### config.mk
export PLATFORM = sky130hd
export DESIGN_NAME = hid_keyboard_report_remapper
export DESIGN_NICKNAME = d
export VERILOG_FILES = /design/src/design/hkr_pkg.sv /design/src/design/hkr_lane.sv /design/src/design/hkr_merge.sv /design/src/design/hid_keyboard_report_remapper.sv
export SDC_FILE = /design/constraint.sdc
export NUM_CORES = 1
export LEC_CHECK = 0
export ABC_CLOCK_PERIOD_IN_PS = 6300
export BUFFER_PORTS_ARGS = -buffer_cell sky130_fd_sc_hd__buf_4
export CORE_MARGIN = 2
export CORE_UTILIZATION = 28
export CTS_BUF_LIST = sky130_fd_sc_hd__clkbuf_4 sky130_fd_sc_hd__clkbuf_8
export DETAILED_ROUTE_END_ITERATION = 10
export GPL_TIMING_DRIVEN = 0
export PLACE_DENSITY_LB_ADDON = 0.08
export SLEW_MARGIN = 10
export SYNTH_ARGS = -nofsm -noshare
export SYNTH_HDL_FRONTEND = slang
export SYNTH_SLANG_ARGS = --single-unit
### constraint.sdc
create_clock -name clk -period 6.3 [get_ports clk]
set_clock_uncertainty 0.2 [all_clocks]
set_input_delay 0.315 -clock clk [delete_from_list [all_inputs] [get_ports clk]]
set_output_delay 0.315 -clock clk [all_outputs]
set_load 0.02 [all_outputs]
### src/design/hkr_pkg.sv
// Types, codes and decode functions of the keyboard report remapper.
// Has no dependencies; used by every design module but the checker.
`timescale 1ns / 1ps

package hkr_pkg;

  localparam int NUM_KEYS = 6;
  localparam int AUX_W    = 15;

  localparam logic [7:0] KEY_ESC  = 8'h29;
  localparam logic [7:0] KEY_BKSP = 8'h2A;
  localparam logic [7:0] KEY_FDEL = 8'h4C;
  localparam logic [7:0] KEY_F1   = 8'h3A;
  localparam logic [7:0] KEY_F12  = 8'h45;
  localparam logic [7:0] KEY_UP   = 8'h52;
  localparam logic [7:0] KEY_L    = 8'h0F;

  localparam logic [6:0] MIN_LEN = 7'd10;
  localparam logic [7:0] ID_OK   = 8'h01;

  localparam int ST_EJECT_BIT = 0;
  localparam int ST_FN_BIT    = 1;
  localparam int AUX_LOCK_POS = 14;

  localparam logic [7:0] MOD_CHORD_UP   = 8'h01;
  localparam logic [7:0] MOD_CHORD_LOCK = 8'h0D;

  // Offsets of the two special function keys counted from F1.
  localparam logic [3:0] FIDX_F3 = 4'd2;
  localparam logic [3:0] FIDX_F4 = 4'd3;

  typedef enum logic [1:0] {
    F4_AUX1,
    F4_AUX0,
    F4_CHORD
  } f4_layout_t;

  typedef struct packed {
    logic                      pad;
    logic [7:0]                status_byte;
    logic [NUM_KEYS-1:0][7:0]  key_slot;
    logic [7:0]                reserved_byte;
    logic [7:0]                modifiers;
    logic [7:0]                report_id;
    logic [6:0]                report_length;
  } in_item_t;

  typedef struct packed {
    logic [6:0]                pad;
    logic [AUX_W-1:0]          aux_bits;
    logic                      aux_valid;
    logic [7:0]                out_status;
    logic [NUM_KEYS-1:0][7:0]  out_key;
    logic [7:0]                out_reserved;
    logic [7:0]                out_modifiers;
    logic                      accepted;
  } out_item_t;

  typedef struct packed {
    logic       act;
    logic       esc_suppress;
    logic       fdel_map;
    f4_layout_t f4_layout;
  } lane_ctrl_t;

  typedef struct packed {
    logic [7:0]       key;
    logic [AUX_W-1:0] aux;
    logic             chord_up;
    logic             chord_lock;
    logic             has_esc;
    logic             bksp_held;
  } lane_res_t;

  typedef struct packed {
    logic             media_mode_default;
    logic             toggle_chord_seen;
    logic             escape_suppress_latch;
    logic             forward_delete_latch;
    logic [AUX_W-1:0] last_aux_bits;
  } remap_state_t;

  // Media keys come first out of reset; every latch is clear.
  localparam remap_state_t STATE_RESET = '{
    media_mode_default:    1'b1,
    toggle_chord_seen:     1'b0,
    escape_suppress_latch: 1'b0,
    forward_delete_latch:  1'b0,
    last_aux_bits:         '0
  };

  function automatic f4_layout_t f4_decode(input logic [15:0] pid);
    f4_layout_t res;
    unique case (pid) inside
      16'h022C, 16'h022D, 16'h022E, 16'h0239, 16'h023A, 16'h023B: res = F4_AUX1;
      16'h029A, 16'h029C, 16'h029F, 16'h0320, 16'h0321, 16'h0322: res = F4_AUX0;
      default:                                                    res = F4_CHORD;
    endcase
    return res;
  endfunction

  // Aux mask of a function key by its offset from F1; F3 and F4 are handled apart.
  function automatic logic [AUX_W-1:0] fkey_aux(input logic [3:0] idx);
    logic [AUX_W-1:0] one;
    logic [AUX_W-1:0] res;
    one = AUX_W'(1);
    case (idx)
      4'd0:    res = one << 5;
      4'd1:    res = one << 4;
      4'd4:    res = one << 12;
      4'd5:    res = one << 13;
      4'd6:    res = one << 6;
      4'd7:    res = one << 7;
      4'd8:    res = one << 8;
      4'd9:    res = one << 9;
      4'd10:   res = one << 11;
      4'd11:   res = one << 10;
      default: res = '0;
    endcase
    return res;
  endfunction

endpackage

### src/design/hkr_lane.sv
// One key-slot lane: remaps a single usage code and reports what it found.
// Depends on hkr_pkg.
`timescale 1ns / 1ps

module hkr_lane (
  input  logic [7:0]         key,
  input  hkr_pkg::lane_ctrl_t ctrl,
  output hkr_pkg::lane_res_t  res
);

  logic       is_esc;
  logic       is_bksp;
  logic       is_fkey;
  logic [3:0] idx;

  assign is_esc   = (key == hkr_pkg::KEY_ESC);
  assign is_bksp  = (key == hkr_pkg::KEY_BKSP);
  assign is_fkey  = (key >= hkr_pkg::KEY_F1) && (key <= hkr_pkg::KEY_F12) && ctrl.act;
  assign idx      = 4'(key - hkr_pkg::KEY_F1);

  always_comb begin
    res            = '0;
    res.key        = key;
    res.has_esc    = is_esc;
    res.bksp_held  = is_bksp;
    if (is_esc) begin
      if (ctrl.esc_suppress) begin
        res.key = '0;
      end
    end else if (is_bksp) begin
      if (ctrl.fdel_map) begin
        res.key = hkr_pkg::KEY_FDEL;
      end
    end else if (is_fkey) begin
      if (idx == hkr_pkg::FIDX_F3) begin
        res.chord_up = 1'b1;
        res.key      = hkr_pkg::KEY_UP;
      end else if (idx == hkr_pkg::FIDX_F4) begin
        case (ctrl.f4_layout)
          hkr_pkg::F4_AUX1: begin
            res.aux = hkr_pkg::AUX_W'(2);
            res.key = '0;
          end
          hkr_pkg::F4_AUX0: begin
            res.aux = hkr_pkg::AUX_W'(1);
            res.key = '0;
          end
          default: begin
            res.chord_lock = 1'b1;
            res.key        = hkr_pkg::KEY_L;
          end
        endcase
      end else begin
        res.aux = hkr_pkg::fkey_aux(idx);
        res.key = '0;
      end
    end
  end

endmodule

### src/design/hkr_merge.sv
// Merging stage: folds the lane findings into one result and the next state.
// Depends on hkr_pkg.
`timescale 1ns / 1ps

module hkr_merge (
  input  hkr_pkg::in_item_t                          in_item,
  input  hkr_pkg::lane_res_t [hkr_pkg::NUM_KEYS-1:0] lanes,
  input  hkr_pkg::remap_state_t                      state,
  output hkr_pkg::out_item_t                         out_item,
  output hkr_pkg::remap_state_t                      state_next
);

  logic                      ok;
  logic                      fn;
  logic                      act;
  logic                      eject_lock;
  logic                      esc_any;
  logic                      bksp_held;
  logic                      any_up;
  logic                      any_lock;
  logic [hkr_pkg::AUX_W-1:0] aux;
  logic [7:0]                mods;
  logic [7:0]                status;

  assign ok  = (in_item.report_length >= hkr_pkg::MIN_LEN) &&
               (in_item.report_id == hkr_pkg::ID_OK);
  assign fn  = in_item.status_byte[hkr_pkg::ST_FN_BIT];
  assign act = state.media_mode_default ^ fn;
  assign eject_lock = in_item.status_byte[hkr_pkg::ST_EJECT_BIT] && act;

  always_comb begin
    esc_any   = 1'b0;
    bksp_held = 1'b0;
    any_up    = 1'b0;
    any_lock  = 1'b0;
    aux       = '0;
    for (int i = 0; i < hkr_pkg::NUM_KEYS; i++) begin
      esc_any   = esc_any   | lanes[i].has_esc;
      bksp_held = bksp_held | lanes[i].bksp_held;
      any_up    = any_up    | lanes[i].chord_up;
      any_lock  = any_lock  | lanes[i].chord_lock;
      aux       = aux       | lanes[i].aux;
    end
    if (eject_lock) begin
      aux[hkr_pkg::AUX_LOCK_POS] = 1'b1;
    end
  end

  always_comb begin
    mods = in_item.modifiers;
    if (any_up) begin
      mods = mods | hkr_pkg::MOD_CHORD_UP;
    end
    if (any_lock) begin
      mods = mods | hkr_pkg::MOD_CHORD_LOCK;
    end
    status = in_item.status_byte;
    if (eject_lock) begin
      status[hkr_pkg::ST_EJECT_BIT] = 1'b0;
    end
  end

  always_comb begin
    out_item = '0;
    state_next = state;
    if (ok) begin
      out_item.accepted      = 1'b1;
      out_item.out_modifiers = mods;
      out_item.out_reserved  = in_item.reserved_byte;
      for (int i = 0; i < hkr_pkg::NUM_KEYS; i++) begin
        out_item.out_key[i] = lanes[i].key;
      end
      out_item.out_status = status;
      if (aux != state.last_aux_bits) begin
        out_item.aux_valid = 1'b1;
        out_item.aux_bits  = aux;
      end

      // Fn+Esc flips the media default only on the first report of the chord.
      if (fn && esc_any && !state.toggle_chord_seen) begin
        state_next.media_mode_default = !state.media_mode_default;
      end
      state_next.toggle_chord_seen     = fn && esc_any;
      state_next.escape_suppress_latch = esc_any && (fn || state.escape_suppress_latch);
      state_next.forward_delete_latch  = bksp_held && (fn || state.forward_delete_latch);
      state_next.last_aux_bits         = aux;
    end
  end

endmodule

### src/design/hid_keyboard_report_remapper.sv
// Keyboard report remapper: takes one report per transaction on the slave
// stream and gives one remapped report on the master stream. A report is
// worked combinationally by six key-slot lanes and a merging stage, so a
// new transaction can be taken every clock while the output buffer is not
// full; the mode and latch state is updated as each report is taken.
// Results pass through a two-entry output buffer, which registers them and
// lets input continue while a result waits. The product id write is decoded
// to the F4 layout at once and is always taken. Depends on hkr_pkg, hkr_lane and hkr_merge.
`timescale 1ns / 1ps

module hid_keyboard_report_remapper (
  input  logic        clk,
  input  logic        rst,
  input  logic        s_tvalid,
  output logic        s_tready,
  // report_length[6:0], report_id[14:7], modifiers[22:15], reserved_byte[30:23],
  // key_slot_0..5 [78:31], status_byte[86:79], zero pad [87]
  input  logic [87:0] s_tdata,
  output logic        m_tvalid,
  input  logic        m_tready,
  // accepted[0], out_modifiers[8:1], out_reserved[16:9], out_key_0..5 [64:17],
  // out_status[72:65], aux_valid[73], aux_bits[88:74], zero pad [95:89]
  output logic [95:0] m_tdata,
  input  logic        cfg_valid,
  output logic        cfg_ready,
  input  logic [15:0] cfg_data
);

  hkr_pkg::in_item_t                          in_item;
  hkr_pkg::out_item_t                         out_item;
  hkr_pkg::remap_state_t                      state;
  hkr_pkg::remap_state_t                      state_next;
  hkr_pkg::f4_layout_t                        f4_layout;
  hkr_pkg::lane_ctrl_t                        lane_ctrl;
  hkr_pkg::lane_res_t [hkr_pkg::NUM_KEYS-1:0] lanes;

  hkr_pkg::out_item_t outbuf [2];
  logic               wr_ptr;
  logic               rd_ptr;
  logic [1:0]         count;
  logic               in_fire;
  logic               out_fire;
  logic               fn;

  assign in_item   = hkr_pkg::in_item_t'(s_tdata);
  assign cfg_ready = 1'b1;
  assign s_tready  = (count != 2'd2);
  assign m_tvalid  = (count != 2'd0);
  assign m_tdata   = outbuf[rd_ptr];
  assign in_fire   = s_tvalid && s_tready;
  assign out_fire  = m_tvalid && m_tready;

  assign fn = in_item.status_byte[hkr_pkg::ST_FN_BIT];
  always_comb begin
    lane_ctrl.act          = state.media_mode_default ^ fn;
    lane_ctrl.esc_suppress = fn || state.escape_suppress_latch;
    lane_ctrl.fdel_map     = fn || state.forward_delete_latch;
    lane_ctrl.f4_layout    = f4_layout;
  end

  for (genvar g = 0; g < hkr_pkg::NUM_KEYS; g++) begin : g_lane
    hkr_lane u_lane (
      .key  (in_item.key_slot[g]),
      .ctrl (lane_ctrl),
      .res  (lanes[g])
    );
  end

  hkr_merge u_merge (
    .in_item    (in_item),
    .lanes      (lanes),
    .state      (state),
    .out_item   (out_item),
    .state_next (state_next)
  );

  always_ff @(posedge clk) begin
    if (rst) begin
      f4_layout <= hkr_pkg::f4_decode(16'h0000);
    end else if (cfg_valid && cfg_ready) begin
      f4_layout <= hkr_pkg::f4_decode(cfg_data);
    end
  end

  always_ff @(posedge clk) begin
    if (rst) begin
      state <= hkr_pkg::STATE_RESET;
    end else if (in_fire) begin
      state <= state_next;
    end
  end

  always_ff @(posedge clk) begin
    if (in_fire) begin
      outbuf[wr_ptr] <= out_item;
    end
  end

  always_ff @(posedge clk) begin
    if (rst) begin
      wr_ptr <= 1'b0;
      rd_ptr <= 1'b0;
      count  <= 2'd0;
    end else begin
      if (in_fire) begin
        wr_ptr <= !wr_ptr;
      end
      if (out_fire) begin
        rd_ptr <= !rd_ptr;
      end
      if (in_fire && !out_fire) begin
        count <= count + 2'd1;
      end else if (out_fire && !in_fire) begin
        count <= count - 2'd1;
      end
    end
  end

endmodule

Word-level counts from Yosys, hierarchy flattened
Memories as Yosys holds them, arrays and structs flattened. A register that Yosys moved wholly into a read port is not among the register bits.
Index checks and enable logic that the tools add are counted.
{ "word_totals": {"output_inout_bits": 99, "ff_bits": 25, "inputBits": 109, "rom_bits": 960, "mem_bits_rw": 178, "mem_count": 7, "word_cells": 235} }
{ "op_classes": {"n_addsub": 8, "n_eq_ne": 40, "n_reduce_logical": 38, "n_lt_le_gt_ge": 13, "bitwise": 26, "n_mux": 94} }
{ "memory_table": {"columns": ["name", "words", "word_bits", "read_ports", "rd_clocked_by_memory_dff", "write_ports", "line", "source"], "rows": [
  ["outbuf", 2, 89, 1, 1, 1, "hid_keyboard_report_remapper.sv:37", "hkr_pkg::out_item_t outbuf [2];"],
  ["(name not given)", 16, 10, 1, 0, 0, "hkr_pkg.sv:107", "case (idx)"],
  ["(name not given)", 16, 10, 1, 0, 0, "hkr_pkg.sv:107", null],
  ["(name not given)", 16, 10, 1, 0, 0, "hkr_pkg.sv:107", null],
  ["(name not given)", 16, 10, 1, 0, 0, "hkr_pkg.sv:107", null],
  ["(name not given)", 16, 10, 1, 0, 0, "hkr_pkg.sv:107", null],
  ["+1 memories", null, null, null, null, null, null, null]
]} }
{ "op_table": {"columns": ["cell", "count"], "rows": [
  ["$mux W8", 30],
  ["$mux W17", 12],
  ["$eq A16 B10 Y1 const B", 12],
  ["$mux W25", 6],
  ["$eq A8 B6 Y1 const B", 12],
  ["$mux W15", 6],
  ["$mux W89", 1],
  ["$or A15 B15 Y15", 5],
  ["$mux W23", 3],
  ["$mux W19", 3],
  ["$eq A4 B2 Y1 const B", 12],
  ["$ge A8 B6 Y1 const B", 6],
  ["$le A8 B7 Y1 const B", 6],
  ["$mux W1", 26],
  ["$sub A4 B4 Y4 const B", 6],
  ["$logic_and A1 B1 Y1", 22],
  ["$or A1 B1 Y1", 20],
  ["$mux W16", 1],
  ["$ne A15 B15 Y1", 1],
  ["$reduce_or A6 Y1", 2],
  ["$eq A8 B1 Y1 const B", 1],
  ["$mux W4", 2],
  ["$pmux W2 S2", 2],
  ["$ge A7 B4 Y1 const B", 1],
  ["13 further kinds", 21]
]} }

Depth between registers and ports, before layout
{ "logic_depth": {"depth_word": 17, "ltp_mapped": 13, "ltp_nobuf": 11} }

Modules after synthesis
Synthesis repeated with hierarchy kept, for this count alone.
{ "hier_totals": {"hier_cells": 1134, "area_unflattened_um2": 12629.6} }
{ "modules_own_cells": {"columns": ["mod", "n_inst", "seq_area_each_um2", "area_per_inst_um2", "cells_per_inst"], "rows": [
  ["hid_keyboard_report_remapper", 1, 6286.0, 8275.4, 436],
  ["hkr_merge", 1, 0.0, 1456.4, 266],
  ["hkr_lane (g_lane[2].u_lane ...)", 2, 0.0, 440.4, 66],
  ["hkr_lane (g_lane[4].u_lane)", 1, 0.0, 543.0, 79],
  ["hkr_lane (g_lane[5].u_lane)", 1, 0.0, 525.5, 78],
  ["hkr_lane (g_lane[1].u_lane)", 1, 0.0, 498.0, 74],
  ["hkr_lane (g_lane[0].u_lane)", 1, 0.0, 450.4, 69]
]} }

Least setup slack after synthesis
OpenSTA, ideal clock, no wires.
{ "synth_path": {"kind": "reg2reg", "startpoint": "register count[0]", "endpoint": "memory outbuf[0][0] in the netlist's numbering, enable pin", "path_stages_with_launch": 4, "path_buffers": 0, "synth_period_minus_slack_ns": 5.120, "required_ns": 5.567, "arrival_time_ns": 4.387, "setup_time_ns": 0.533, "slack_ns": 1.180, "path_cell_list": "dfxtp_1 > nand2b_1 > nand2_1 > nor2_1"} }
{ "synth_between": {"elab_chain_len": 4} }
{ "synth_lines": {"columns": ["element", "line", "source"], "rows": [
  ["start: declaration", "hid_keyboard_report_remapper.sv:40", "logic [1:0] count;"],
  ["start signal: assignment", "hid_keyboard_report_remapper.sv:112", "count <= count + 2'd1;"],
  ["start signal: assignment", "hid_keyboard_report_remapper.sv:114", "count <= count - 2'd1;"],
  ["$ne A2 B2 Y1", "hid_keyboard_report_remapper.sv:47", "assign s_tready = (count != 2'd2);"],
  ["via s_tready", "hid_keyboard_report_remapper.sv:15", "output logic s_tready,"],
  ["$logic_and A1 B1 Y1", "hid_keyboard_report_remapper.sv:50", "assign in_fire = s_tvalid && s_tready;"],
  ["$mux W1", "hid_keyboard_report_remapper.sv:94", "if (in_fire) begin"],
  ["$mux W1 (not written as such)", "hid_keyboard_report_remapper.sv:95", "outbuf[wr_ptr] <= out_item;"],
  ["end: declaration", "hid_keyboard_report_remapper.sv:37", null]
]} }
The timed path passes the listed nets, and every way through them passes these cells.

==> results.toml <==
[status]
status = "completed"

[flow_run]
drv_cap = 0

[clocking]
cts_buffers = 17
clk_latency_ns = 0.51
cts.sinks = 198
clockBufferDepth = 2
cts_max_level = 4
cts-root-buf = "clkbuf_8"
clk_pin_slew_ns = 0.13
tritoncts = "built"
post-cts-setup-buffer-count = 0

[global_route]
grt_first_pass_wirelength_um = 48500
grt_overflow = 0
grt_pass1_vias = 7857
grt_max_degree = 53
grt_antenna_before_repair = 0
grt_usage_pct = 17.0

[min_path]
hold_depth = 3
hold-path-endpoint = "outbuf[1][37]$_DFFE_PP_"
worst_hold_path_type = "input port to flop"
hp-start = "s_tdata[51]"

[critical_path]
reg2reg_slack_ns = 2.19
worst_ep_required_time_ns = 6.33
reg2reg_from = "state[18]$_SDFFE_PP1P_"
rr_endpoint = "outbuf[1][83]$_DFFE_PP_"
r2r_cells = 10
arrival_ns = 4.14
crit_slowest_cell = "a211oi_1"
crit_type = "flop to flop"
critPathMaxStageDelay_ns = 0.56
crit_path_max_fanout = 10
path_common_cell = "buf_2"
startpoint_type = "flop"
path_cells = "xnor2_1 > buf_2 > buf_2 > nor4b_1 > a211oi_1 > a31oi_1 > a211o_1 > nor4_2 > buf_2 > a21oi_1"
cp-end-kind = "flop"

[detailed_routing]
wl_met1_um = 15300
ant_nets = 0
dr_wl_met2_um = 15700
drc = 0
viasPerCell = 4.90
dr.max_layer_used = "met4"
vias = 8124
drtIter0Drc = 530
wl_um = 32900
wl_per_cell_um = 19.8
firstDrtPassIters = 5
dr_wl_met3_um = 1500

[floorplanning]
rows = 70
die_height_um = 196
core-area_mm2 = 0.0364
start_util_pct = 28.3
dieArea_mm2 = 0.0383
io_pins = 208
die_w_um = 196

[synthesis]
yosys-top-cells-area = "edfxtp_1, mux2_2, dfxtp_1, nand2_1, nor2_1"
synth_top_flop_cell = "edfxtp_1"
yosys.area.top_type = "edfxtp_1"
ys_seq_area_share_pct = 55.4
ys_types = 73
synthesis.area_mm2 = 0.0103
async_flop_share_pct = 0
synth.avg_cell_area_um2 = 11.3
yosysMostFrequentCell = "edfxtp_1"
synth_seq_cells = 198
post-synth-top-area-fraction_pct = 50.7
netlist_instances = 914
synth_edf_count = 174
synthTopCellsByCount = "edfxtp_1, mux2_2, nand2_1, nor2_1, a21oi_1"
ys_warn_count = 0

[pwr]
power.total_mw = 3.86
peakVddDrop_uv = 116
powerDensity_mw_per_mm2 = 291
leakage_nw = 4.90

[final_layout]
fin_nets = 1292
nFillCells = 3696
multi_input_area_mm2 = 0.00431
register_area_mm2 = 0.00571
syn2layout_area_growth_pct = 28.6
drive_gt1_share_pct = 31.0
fin_area_mm2 = 0.0133

[sta]
fmax_ghz = 0.243
grt_setup_unrepaired = "no"
holdWs_ns = 0.0424
final.setup.worst_slack_ns = 2.19
setup_viol = 0
fin_tns_setup_ns = 0
tightest_slew_ns = 0.984
maxSlewViolCount = 0
fin_crit_sh_pct = 65.2
fin_crit_ns = 4.11
slew_headroom_pct = 34.4
hold_viol_final = 0

[place]
pre_cts_ws_ns = 1.86
gp_congestion = 0.916
placed_area_mm2 = 0.0125
hpwl_um = 24900
io_buffer_count = 191
sequential cells by signal, summed over array words and instances, names as in the netlist, named ones only:
register / count
rd_ptr: 1
wr_ptr: 1
count: 2
outbuf: 174
f4_layout: 2
state: 17
critical path, delay by kind of cell (launching register included):
| kind | cells | cell delay, ns |
|---|---|---|
| and+or+nand+nor | 2 | 0.51 |
| xor gates and xnor gates | 1 | 0.55 |
| DFF | 1 | 0.39 |
| AOI/OAI and AO/OA | 4 | 1.20 |
| buffers and inverters | 3 | 0.98 |
placed cells by master, fill, tap and decap left out, drive strengths merged, types with 4 or more instances in the layout:
cell type      n
a31oi         11
nor3          44
nor2b         11
clkbuf        42
inv           36
and3           6
o22ai          4
nor4          22
ha             7
or3            5
dlygate4sd3   40
nand2b        10
nor3b          8
clkinv         5
a21oi         55
or4            4
mux2          88
nor4b          6
o211ai         4
buf          216
nand4bb        4
nand3         27
xor2           9
nand4          8
nand2         79
nor2          79
o21ai         30
and2          36
a211oi        21
conb          10
dfxtp         24
xnor2         10
or2           12
edfxtp       174
stage by stage:
step / utilization, % / std cells
4_1_cts: 36.4 / 1657
3_3_place_gp: 33.9 / 1581
2_1_floorplan: - / 922
5_1_grt: 36.4 / 1657
6_report: 36.4 / 1658
3_5_place_dp: 34.2 / 1585
worst max path at each step:
stage / from / to / slack, ns / depth (start not counted)
3_5_place_dp: s_tdata[32] / outbuf[1][83]$_DFFE_PP_ / 1.86 / 13
6_report: state[18]$_SDFFE_PP1P_ / outbuf[1][83]$_DFFE_PP_ / 2.19 / 10
3_3_place_gp: count[0]$_SDFFE_PP0P_ / outbuf[0][22]$_DFFE_PP_ / -1.62 / 3
5_1_grt: state[18]$_SDFFE_PP1P_ / outbuf[0][81]$_DFFE_PP_ / 2.00 / 11
2_1_floorplan: count[0]$_SDFFE_PP0P_ / outbuf[0][0]$_DFFE_PP_ / 1.18 / 3
4_1_cts: state[18]$_SDFFE_PP1P_ / outbuf[0][81]$_DFFE_PP_ / 2.21 / 10
repair_timing:
action / CTS / global route
setup endpoints to repair: 0 / 0
hold buffers: 40 / 0
gates resized for setup: 0 / 0
endpoints found under the hold margin: 73 / 0
area by class of cell:
cell class,count,area share [%]
sequential,198,43.1
antenna,1,0.0189
timing repair buffer,235,14.5
buffer,46,1.75
multi-input combinational,652,32.5
clock buffer,17,1.77
clock inverter,15,1.22
tap,468,4.42
inverter,26,0.737
power breakdown:
part,internal (mW),switching (mW)
clock network,0.301,0.529
registers,1.63,0.0420
logic,0.588,0.776
metal layers:
layer  up-vias  track usage, %
met4         0            4.60
met2       247            27.8
met3        20            2.68
li1       3930               -
met1      3927            23.5
met5         -               0
logic make-up after synthesis:
logic type	after synthesis	share of synthesized area, %
mux	88	9.62
simple gates	370	19.1
other cells	2	0.0729
flops	198	55.4
buf+inv	72	3.19
compound gates	158	10.1
fa+ha+maj	7	0.850
xor+xnor	19	1.69
Note: power is estimated with default switching activity, not from simulation.
